===== src/rtl/core/sidc_pkg.sv =====
// Shared constants and helpers for the signed integer to decimal text converter.
// Holds the ASCII codes, the power-of-ten table and the digit count helper.
// No dependencies.
package sidc_pkg;

  localparam int VALUE_BITS_DEF = 32;

  localparam logic [5:0] CH_MINUS = 6'd45;
  localparam logic [5:0] CH_ZERO  = 6'd48;
  localparam logic [5:0] CH_NINE  = 6'd57;

  // Powers of ten up to 10^19, enough for any 64-bit magnitude.
  function automatic logic [63:0] pow10(input logic [4:0] p);
    logic [63:0] r;
    case (p)
      5'd0:    r = 64'd1;
      5'd1:    r = 64'd10;
      5'd2:    r = 64'd100;
      5'd3:    r = 64'd1000;
      5'd4:    r = 64'd10000;
      5'd5:    r = 64'd100000;
      5'd6:    r = 64'd1000000;
      5'd7:    r = 64'd10000000;
      5'd8:    r = 64'd100000000;
      5'd9:    r = 64'd1000000000;
      5'd10:   r = 64'd10000000000;
      5'd11:   r = 64'd100000000000;
      5'd12:   r = 64'd1000000000000;
      5'd13:   r = 64'd10000000000000;
      5'd14:   r = 64'd100000000000000;
      5'd15:   r = 64'd1000000000000000;
      5'd16:   r = 64'd10000000000000000;
      5'd17:   r = 64'd100000000000000000;
      5'd18:   r = 64'd1000000000000000000;
      5'd19:   r = 64'd10000000000000000000;
      default: r = 64'd0;
    endcase
    return r;
  endfunction

  // Number of decimal digits of 2^(bits-1), the largest magnitude.
  function automatic int digit_count(input int bits);
    logic [63:0] v;
    int          n;
    v = 64'd1 << (bits - 1);
    n = 1;
    for (int i = 1; i < 20; i++) begin
      if (pow10(5'(i)) <= v) n = i + 1;
    end
    return n;
  endfunction

endpackage


===== src/rtl/core/sidc_front.sv =====
// Front end: takes the input request and splits it into sign and magnitude.
// Feeds the item queue. No package dependency; plain logic only.
module sidc_front #(
  parameter int VALUE_BITS = 32
) (
  input  logic                  in_valid,
  output logic                  in_ready,
  input  logic [VALUE_BITS-1:0] value,
  output logic                  push_valid,
  input  logic                  push_ready,
  output logic [VALUE_BITS:0]   push_data
);

  logic                  neg;
  logic [VALUE_BITS-1:0] mag;

  // Magnitude fits unsigned in VALUE_BITS, most negative value included.
  assign neg        = value[VALUE_BITS-1];
  assign mag        = neg ? (~value + VALUE_BITS'(1)) : value;
  assign push_data  = {neg, mag};
  assign push_valid = in_valid;
  assign in_ready   = push_ready;

endmodule


===== src/rtl/core/sidc_queue.sv =====
// Two-entry queue between the front and the digit unit.
// Flop storage; no package dependency.
module sidc_queue #(
  parameter int WIDTH = 33
) (
  input  logic             clk,
  input  logic             rst,
  input  logic             push_valid,
  output logic             push_ready,
  input  logic [WIDTH-1:0] push_data,
  output logic             pop_valid,
  input  logic             pop_ready,
  output logic [WIDTH-1:0] pop_data
);

  logic [WIDTH-1:0] entry [2];
  logic             wr_ptr;
  logic             rd_ptr;
  logic [1:0]       count;
  logic             do_push;
  logic             do_pop;

  assign push_ready = (count != 2'd2);
  assign pop_valid  = (count != 2'd0);
  assign pop_data   = entry[rd_ptr];
  assign do_push    = push_valid && push_ready;
  assign do_pop     = pop_valid && pop_ready;

  always_ff @(posedge clk) begin
    if (rst) begin
      wr_ptr <= 1'b0;
      rd_ptr <= 1'b0;
      count  <= 2'd0;
    end else begin
      if (do_push) wr_ptr <= ~wr_ptr;
      if (do_pop)  rd_ptr <= ~rd_ptr;
      case ({do_push, do_pop})
        2'b10:   count <= count + 2'd1;
        2'b01:   count <= count - 2'd1;
        default: count <= count;
      endcase
    end
  end

  always_ff @(posedge clk) begin
    if (do_push) entry[wr_ptr] <= push_data;
  end

endmodule


===== src/rtl/core/sidc_back.sv =====
// Back end: emits the sign, then one decimal position per cycle from the top
// when not stalled. Depends on sidc_pkg: power-of-ten table, character codes.
module sidc_back #(
  parameter int VALUE_BITS = 32,
  parameter int NDIG       = 10
) (
  input  logic                  clk,
  input  logic                  rst,
  input  logic                  q_valid,
  output logic                  q_ready,
  input  logic [VALUE_BITS:0]   q_data,
  output logic                  out_valid,
  input  logic                  out_ready,
  output logic [5:0]            out_code,
  output logic                  out_last
);

  localparam int PW = $clog2(NDIG);

  localparam logic [1:0] ST_IDLE  = 2'd0;
  localparam logic [1:0] ST_SIGN  = 2'd1;
  localparam logic [1:0] ST_DIGIT = 2'd2;

  logic [1:0]            state;
  logic [VALUE_BITS-1:0] rem;
  logic [PW-1:0]         pos;
  logic                  started;

  logic [63:0]           pw;
  logic [67:0]           rem_w;
  logic [67:0]           sub;
  logic [3:0]            dig;
  logic                  emit;
  logic                  slot_free;
  logic                  load_out;

  assign q_ready   = (state == ST_IDLE);
  assign slot_free = !out_valid || out_ready;
  assign load_out  = slot_free && ((state == ST_SIGN) || ((state == ST_DIGIT) && emit));

  // Pick the largest multiple of the current power that fits the remainder.
  always_comb begin
    pw    = sidc_pkg::pow10(5'(pos));
    rem_w = 68'(rem);
    dig   = 4'd0;
    sub   = 68'd0;
    for (int k = 1; k < 10; k++) begin
      if (rem_w >= 68'(k) * {4'b0000, pw}) begin
        dig = 4'(k);
        sub = 68'(k) * {4'b0000, pw};
      end
    end
    emit = started || (dig != 4'd0) || (pos == '0);
  end

  always_ff @(posedge clk) begin
    if (rst) begin
      state     <= ST_IDLE;
      out_valid <= 1'b0;
      started   <= 1'b0;
    end else begin
      if (load_out)       out_valid <= 1'b1;
      else if (out_ready) out_valid <= 1'b0;
      case (state)
        ST_IDLE: begin
          if (q_valid) begin
            rem     <= q_data[VALUE_BITS-1:0];
            pos     <= PW'(NDIG - 1);
            started <= 1'b0;
            state   <= q_data[VALUE_BITS] ? ST_SIGN : ST_DIGIT;
          end
        end
        ST_SIGN: begin
          if (slot_free) begin
            out_code  <= sidc_pkg::CH_MINUS;
            out_last  <= 1'b0;
            state     <= ST_DIGIT;
          end
        end
        ST_DIGIT: begin
          if (!emit || slot_free) begin
            rem <= rem - sub[VALUE_BITS-1:0];
            if (emit) begin
              out_code  <= sidc_pkg::CH_ZERO + 6'(dig);
              out_last  <= (pos == '0);
              started   <= 1'b1;
            end
            if (pos == '0) state <= ST_IDLE;
            else           pos   <= pos - PW'(1);
          end
        end
        default: state <= ST_IDLE;
      endcase
    end
  end

endmodule


===== src/rtl/core/signed_int_to_decimal_chars.sv =====
// A minus sign, or the top digit of a full-length number, comes out of the back end's
//   output register once the request has passed the queue and been loaded; leading zero
//   positions are walked first without output. Per item: a load step, one cycle per
//   decimal position (10 at 32 bits) unless stalled, and a step for a minus sign.
// A two-entry queue lets the next request be taken while a conversion runs.
// Reset (rst, synchronous): empties the queue, idles the digit unit, drops output.
module signed_int_to_decimal_chars #(
  parameter int VALUE_BITS = sidc_pkg::VALUE_BITS_DEF
) (
  input  logic                                clk,
  input  logic                                rst,
  input  logic                                s_tvalid,
  output logic                                s_tready,
  // s_tdata: value [VALUE_BITS-1:0], zero fill up to a whole byte
  input  logic [((VALUE_BITS + 7) / 8) * 8-1:0] s_tdata,
  output logic                                m_tvalid,
  input  logic                                m_tready,
  // m_tdata: char_code [5:0], zeros [7:6]
  output logic [7:0]                          m_tdata,
  output logic                                m_tlast
);

  // Most digits of any magnitude at this width.
  localparam int NDIG = sidc_pkg::digit_count(VALUE_BITS);

  logic                push_valid;
  logic                push_ready;
  logic [VALUE_BITS:0] push_data;
  logic                pop_valid;
  logic                pop_ready;
  logic [VALUE_BITS:0] pop_data;
  logic [5:0]          out_code;

  // Front: split sign and magnitude of the incoming request.
  sidc_front #(
    .VALUE_BITS(VALUE_BITS)
  ) u_front (
    .in_valid  (s_tvalid),
    .in_ready  (s_tready),
    .value     (s_tdata[VALUE_BITS-1:0]),
    .push_valid(push_valid),
    .push_ready(push_ready),
    .push_data (push_data)
  );

  // Queue: hold up to two classified requests while the back end works.
  sidc_queue #(
    .WIDTH(VALUE_BITS + 1)
  ) u_queue (
    .clk       (clk),
    .rst       (rst),
    .push_valid(push_valid),
    .push_ready(push_ready),
    .push_data (push_data),
    .pop_valid (pop_valid),
    .pop_ready (pop_ready),
    .pop_data  (pop_data)
  );

  // Back: emit sign and digits, one registered character at a time.
  sidc_back #(
    .VALUE_BITS(VALUE_BITS),
    .NDIG      (NDIG)
  ) u_back (
    .clk      (clk),
    .rst      (rst),
    .q_valid  (pop_valid),
    .q_ready  (pop_ready),
    .q_data   (pop_data),
    .out_valid(m_tvalid),
    .out_ready(m_tready),
    .out_code (out_code),
    .out_last (m_tlast)
  );

  assign m_tdata = {2'b00, out_code};

  // Every character is a minus sign or a decimal digit.
  a_char_range: assert property (@(posedge clk) disable iff (rst)
    m_tvalid |-> (out_code == sidc_pkg::CH_MINUS) ||
                 ((out_code >= sidc_pkg::CH_ZERO) && (out_code <= sidc_pkg::CH_NINE)))
    else $error("character code out of range");

  // A minus sign never ends a run.
  a_sign_not_last: assert property (@(posedge clk) disable iff (rst)
    (m_tvalid && (out_code == sidc_pkg::CH_MINUS)) |-> !m_tlast)
    else $error("minus sign flagged as last character");

  // A minus sign is always followed by a digit, never by another sign.
  a_sign_then_digit: assert property (@(posedge clk) disable iff (rst)
    (m_tvalid && m_tready && (out_code == sidc_pkg::CH_MINUS)) |=>
      !(m_tvalid && (out_code == sidc_pkg::CH_MINUS)))
    else $error("two minus signs in a row");

endmodule


===== config.mk =====
export PLATFORM = sky130hd
export DESIGN_NAME = signed_int_to_decimal_chars
export DESIGN_NICKNAME = d
export VERILOG_FILES = /design/src/rtl/core/sidc_pkg.sv /design/src/rtl/core/sidc_front.sv /design/src/rtl/core/sidc_queue.sv /design/src/rtl/core/sidc_back.sv /design/src/rtl/core/signed_int_to_decimal_chars.sv
export SDC_FILE = /design/constraint.sdc
export NUM_CORES = 1
export LEC_CHECK = 0
export ABC_CLOCK_PERIOD_IN_PS = 10800
export BUFFER_PORTS_ARGS = -buffer_cell sky130_fd_sc_hd__buf_2
export CELL_PAD_IN_SITES_DETAIL_PLACEMENT = 0
export CELL_PAD_IN_SITES_GLOBAL_PLACEMENT = 1
export CORE_MARGIN = 1.5
export CORE_UTILIZATION = 38
export DETAILED_ROUTE_END_ITERATION = 16
export GPL_TIMING_DRIVEN = 0
export HOLD_SLACK_MARGIN = 0.08
export PLACE_DENSITY_LB_ADDON = 0.25
export SYNTH_ARGS = -nofsm -noshare
export SYNTH_HDL_FRONTEND = slang
export SYNTH_SLANG_ARGS = --single-unit
export TNS_END_PERCENT = 100

===== constraint.sdc =====
create_clock -name clk -period 10.8 [get_ports clk]
set_clock_uncertainty 0.15 [all_clocks]
set_input_delay 1.08 -clock clk [delete_from_list [all_inputs] [get_ports clk]]
set_output_delay 1.08 -clock clk [all_outputs]
set_load 0.02 [all_outputs]

-- Word level (Yosys, flattened, before mapping)
Memories as Yosys holds them, arrays and structs flattened. A register that Yosys moved wholly into a read port is not among the register bits.
Index checks and enable logic that the tools add are counted.
- flip-flop bits (word level): 51
- bits in latches: 0
- memory bits (writable): 66
- ROM bits: 784
- output and inout bits: 11
- memories: 2
- $add $sub $neg: 6
- multipliers: 5
- div/mod/pow operators: 0
- magnitude comparators: 9
- equality and inequality tests: 11
- shifts and indexed selects: 0
- muxes and demuxes: 52
- bitwise gates (word level): 4
- reductions and logical operators: 24
- memories (memory ; words ; width ; rd ports ; clocked after Yosys merged registers in ; wr ports ; RTL line ; source):
    (no name shown) ; 16 ; 49 ; 1 ; 1 ; 0 ; sidc_pkg.sv:15 ; case (p)
    u_queue.entry ; 2 ; 33 ; 1 ; 1 ; 1 ; sidc_queue.sv:16 ; logic [WIDTH-1:0] entry [2];
- operators with widths (cell ; count):
    2-to-1 mux 32 bit ; 12
    greater-or-equal comparator 32 x 67 -> 1 bit ; 4
    multiplier 3 x 64 -> 67 bit, first input constant ; 2
    greater-or-equal comparator 32 x 66 -> 1 bit ; 2
    multiplier 2 x 64 -> 66 bit, first input constant ; 2
    greater-or-equal comparator 32 x 68 -> 1 bit ; 1
    multiplier 4 x 64 -> 68 bit, first input constant ; 1
    greater-or-equal comparator 32 x 65 -> 1 bit ; 1
    greater-or-equal comparator 32 x 64 -> 1 bit ; 1
    case mux 32 bit (2 select lines) ; 1
    adder 32 x 1 -> 32 bit, second input constant ; 1
    NOT 32 bit ; 1
    subtractor 32 bit ; 1
    2-to-1 mux 4 bit ; 6
    2-to-1 mux 6 bit ; 3
    2-to-1 mux 2 bit ; 7
    2-to-1 mux 1 bit ; 13
    2-to-1 mux 3 bit ; 4
    case mux 6 bit (2 select lines) ; 1
    AND reduction 4 bit ; 3
    AND reduction 5 bit ; 2
    nonzero test 2 bit ; 5
    inequality test 2 bit, second input constant ; 4
    case mux 4 bit (2 select lines) ; 1
    17 further kinds ; 32

-- Logic depth before layout (Yosys ltp)
- depth after elaboration: 18
- mapped depth: 47
- depth with buffers taken out: 46

-- By module
A second synthesis with hierarchy kept.
- cell total of the unflattened synthesis: 3620
- area total of the unflattened synthesis: 29834.9 µm²
- by module, submodules not included (module ; instances ; cells each ; area an instance (µm²) ; sequential area each (µm²)):
    sidc_back ; 1 ; 3385 ; 26420.3 ; 2202.1
    sidc_queue ; 1 ; 127 ; 2596.2 ; 2082.0
    sidc_front ; 1 ; 105 ; 799.5 ; 0.0
    signed_int_to_decimal_chars ; 1 ; 3 ; 18.8 ; 0.0

-- Worst setup path before layout
OpenSTA, ideal clock, no wires.
- path type: register -> register
- start point: register, netlist name u_back.pw[6]
- end point: register u_back.rem[31] (data pin)
- arrival time: 9.141 ns
- required time: 10.395 ns
- path slack: 1.253 ns
- cell stages (with the launch flop): 43
- path through: dfxtp_1 -> fa_1 -> ha_1 -> a2111o_1 -> o21bai_1 -> a311oi_2 -> o21ai_2 -> o21ai_0 -> o41a_1 -> o21ai_0 -> a21o_1 -> a21oi_1 -> xor2_1 -> ha_1 -> a21oi_1 -> o21ai_0 -> nor4_1 -> o2bb2ai_1 -> (+7 left out) -> o21ai_0 -> a22oi_1 -> ha_1 -> o21ai_0 -> a21oi_1 -> nor4_1 -> o211ai_1 -> a21oi_1 -> a211oi_1 -> o311ai_0 -> a21boi_0 -> o21a_1 -> o41ai_1 -> o21ai_0 -> nand3_1 -> nand2_1 -> or3_1 -> a31o_1
- word-level cells in the longest chain between the ends: 13
- elaborated cells on any way between the ends: 26
- classes of those cells: add/sub (1); mul (5); order compare (9); mux (11)
- RTL lines (item ; RTL line ; source):
    branches (longest 9 deep; another with multiplier 2 x 64 -> 66 bit) ; -- ;
    2-to-1 mux 32 bit * ; sidc_back.sv:48 ; if (rem_w >= 68'(k) * {4'b0000, pw}) begin
    subtractor 32 bit * ; sidc_back.sv:82 ; rem <= rem - sub[VALUE_BITS-1:0];
    2-to-1 mux 32 bit * ; sidc_back.sv:81 ; if (!emit || slot_free) begin
    case mux 32 bit (2 select lines) * ; sidc_back.sv:64 ; case (state)
    to (signal assigned) ; sidc_back.sv:67 ; rem <= q_data[VALUE_BITS-1:0];
    to (signal assigned) ; sidc_back.sv:82 ;
    to (decl) ; sidc_back.sv:25 ; logic [VALUE_BITS-1:0] rem;
Mark *: on every way between the ends. The select of a mux whose other input is x is not followed.
A chain may end at the register's enable or synchronous reset.

-- Worst setup path after layout
- start point: register, netlist name u_back.pw[5]
- end point: register u_back.rem[31] (data pin)
- word-level cells in the longest chain between the ends: 13
- elaborated cells on any way between the ends: 26
- classes of those cells: add/sub (1); mul (5); order compare (9); mux (11)
- RTL lines (item ; RTL line):
    branches (longest 9 deep; another with multiplier 2 x 64 -> 66 bit) ; --
    2-to-1 mux 32 bit * ; sidc_back.sv:48
    subtractor 32 bit * ; sidc_back.sv:82
    2-to-1 mux 32 bit * ; sidc_back.sv:81
    case mux 32 bit (2 select lines) * ; sidc_back.sv:64
Marked as above.

==> metrics <==
Final nets=4444; largest net degree at the start of global routing=34; most frequent CP cell=ha_1; I/O pins=47; Critical Path End Type=flip-flop; type of the tightest min-delay check=flip-flop to flip-flop; Post-DP HPWL=92.0 mm; Placeable Area=79000 um2; FP Rows=roughly 100; Final Hold Viols=0; slowest stage cell on the critical path=nand4b_2; number of global-route vias before repair=28300; Buffers on Ports=43; Initial DRC Count=2249; Post-CTS Hold Buffers=0; top cell type's share of synthesized area=0.240; final wirelength=111 mm; Worst Tran Pin Value=1.18 ns; Worst path max stage delay=0.42 ns; gpl congestion=slightly below 1; GRT Total Usage=0.265; chip width=286 um; Unique masters post-synth=120; GRT Residual Overflow=0; EDFF count, synth=108; H-Tree Depth=4; FFs w/ async S/R, synth=0; clk buf depth=2; total CTS buffers=17; CTS Root Cell=clkbuf_16; routed vias/inst=6.09; Worst-Skew Late Latency=0.44 ns; number of max-cap violations=0; TritonCTS clock tree=done; Setup WS post-layout=between 0.4 and 0.5 ns; Reg2Reg Setup Slack=0.49 ns; commonest cells after routing, fill and taps aside=ha_1 (581), a21oi_1 (281), o21ai_0 (267); Final period util=0.954; max-slew violation count=0; Worst-path clk slew=0.06 ns; ANT nets after route=0; initial core utilization=0.384; clock sink count=160; Area Growth Syn to Fin=10.2%; Main synth FF type=edfxtp_1; required time of the critical path=10.85 ns; mean post-synth cell area=8.27 um2; Die Ht=286 um; routed len/inst=roughly 23 um; routed vias=29500; DRT Pass-1 Iters=6; ratio of cells with drive above 1 in the final layout=0.0910; global-route wire length before repair=168 mm; fill cell count=8075; most common cell after layout, fill and taps aside=ha_1; critical path class=flip-flop to flip-flop; minimum clock period=between 10 and 15 ns; register area share after synthesis=0.141; Synth area leaders=ha_1 (24%), edfxtp_1 (11%), a21oi_1 (4.8%); antenna violations before repair=1; die area=81600 um2; status=complete, no violations; DP Worst Slack=-1.86 ns; Antenna diodes=0; YS warnings=0; post-synth top area cell=ha_1; WP data arrival=10.35 ns; register bit total from synthesis=160; Cells after Synth=3669; RSZ-0062 raised after global routing=true; Fmax achieved=~0.097 GHz; Relative slew margins=0.206; Post-route DRC=0; fin util=0.424; peak fanout along the critical path=12; CP Launch Type=flip-flop; setup violators final=0; Post-Synthesis Cell Area=30300 um2
-- cell usage after synthesis, types with 9 or more instances --
master,number
or2_2,22
inv_1,143
o221ai_1,15
a21oi_1,289
a211oi_1,54
or3_1,42
nand3_1,95
nor4_1,23
o21a_1,49
nor2_1,214
o22ai_1,15
o31ai_1,31
o21ai_0,277
o211ai_1,36
and3_1,47
ha_1,582
a21boi_0,19
nor3_1,70
nand4_1,83
a22oi_1,10
mux2i_1,121
edfxtp_1,108
a21o_1,166
nor2b_1,39
or4_1,17
a211o_1,24
a31oi_1,22
xor2_1,67
o2111ai_1,22
a221oi_1,9
and4_1,14
o32a_1,12
dfxtp_1,52
clkbuf_1,106
mux2_2,24
buf_1,12
nand2_1,241
nand2b_1,50
a2111oi_0,11
nor3b_1,12
and2_1,33
xnor2_1,112
o21bai_1,40
fa_1,46
-- state kept, by name, indices dropped and copies added, names as in the netlist, named ones only --
signal / flops
u_queue.rd_ptr: 1
u_back.pos: 4
u_back.rem: 32
u_back.started: 1
u_queue.entry: 66
u_back.state: 2
u_back.out_code: 5
u_queue.wr_ptr: 1
u_back.out_last: 1
u_back.out_valid: 1
u_back.pw: 43
u_queue.count: 2
-- routing by layer --
layer,vias to the layer above,share of wire,global-route usage
met1,14200,0.46,0.369
li1,14300,-,-
met4,0,0.037,0.0951
met5,-,0,0
met2,824,0.45,0.429
met3,139,0.051,0.0177
-- worst paths after layout --
| kind | depth (start not counted) | to | from |
|---|---|---|---|
| setup / recovery | 41 | u_back.rem[31] | u_back.pw[5] |
| hold / removal | 2 | flip-flop | u_queue.rd_ptr |
| setup reg to reg | 41 | u_back.rem[31] | u_back.pw[5] |
| hold reg to reg | 2 | flip-flop | u_queue.rd_ptr |
-- through the flow --
step	cell area (um2)	hold WS, ns	TNS, ns	instances
after detailed placement	32000	0.352	-12.29	4767
after global routing	33500	0.394	-0.0826	4843
after global placement	31900	0.355	-55.11	4763
after CTS	32800	0.369	0	4808
final	33500	0.361	0	4843
after floorplan	30400	0.331	0	3670
-- layout make-up --
type | count | area (um2) | area share
Tap cell | 1050 | 1310 | 0.0393
Multi-Input combinational cell | 3237 | 25500 | 0.763
Timing Repair Buffer | 93 | 636 | 0.0190
Clock inverter | 14 | 115 | 0.00344
Inverter | 145 | 544 | 0.0163
Clock buffer | 18 | 429 | 0.0128
Sequential cell | 160 | 4360 | 0.130
Buffer | 126 | 536 | 0.0160
-- worst max-delay path, delay by kind of cell (launching register included) --
kind,cells,cell delay [ns]
xor gates and xnor gates,1,0.11
adders and majority gates,4,1.30
muxes,2,0.62
AOI/OAI and AO/OA,20,4.39
buffers and inverters,3,0.75
and+or+nand+nor,11,2.29
DFF,1,0.41
-- cells by family after synthesis --
| family | after synthesis | synth area share |
|---|---|---|
| adder cells (fa/ha/maj) | 630 | 0.271 |
| multiplexers | 146 | 0.0493 |
| buffers and inverters | 273 | 0.0348 |
| AND/OR/NAND/NOR | 1050 | 0.180 |
| flip-flops | 160 | 0.141 |
| other | 2 | 0.000247 |
| AO/OA/AOI/OAI | 1229 | 0.271 |
| XOR/XNOR | 179 | 0.0517 |
-- what timing repair did --
action,4_1_cts,5_1_grt
pin swaps,6,21
gates resized for setup,78,84
setup endpoints to repair,18,9
buffers inserted,9,37
Power is not shown: default switching activity piles up to over one toggle a cycle in this logic, so the estimate is an artifact.
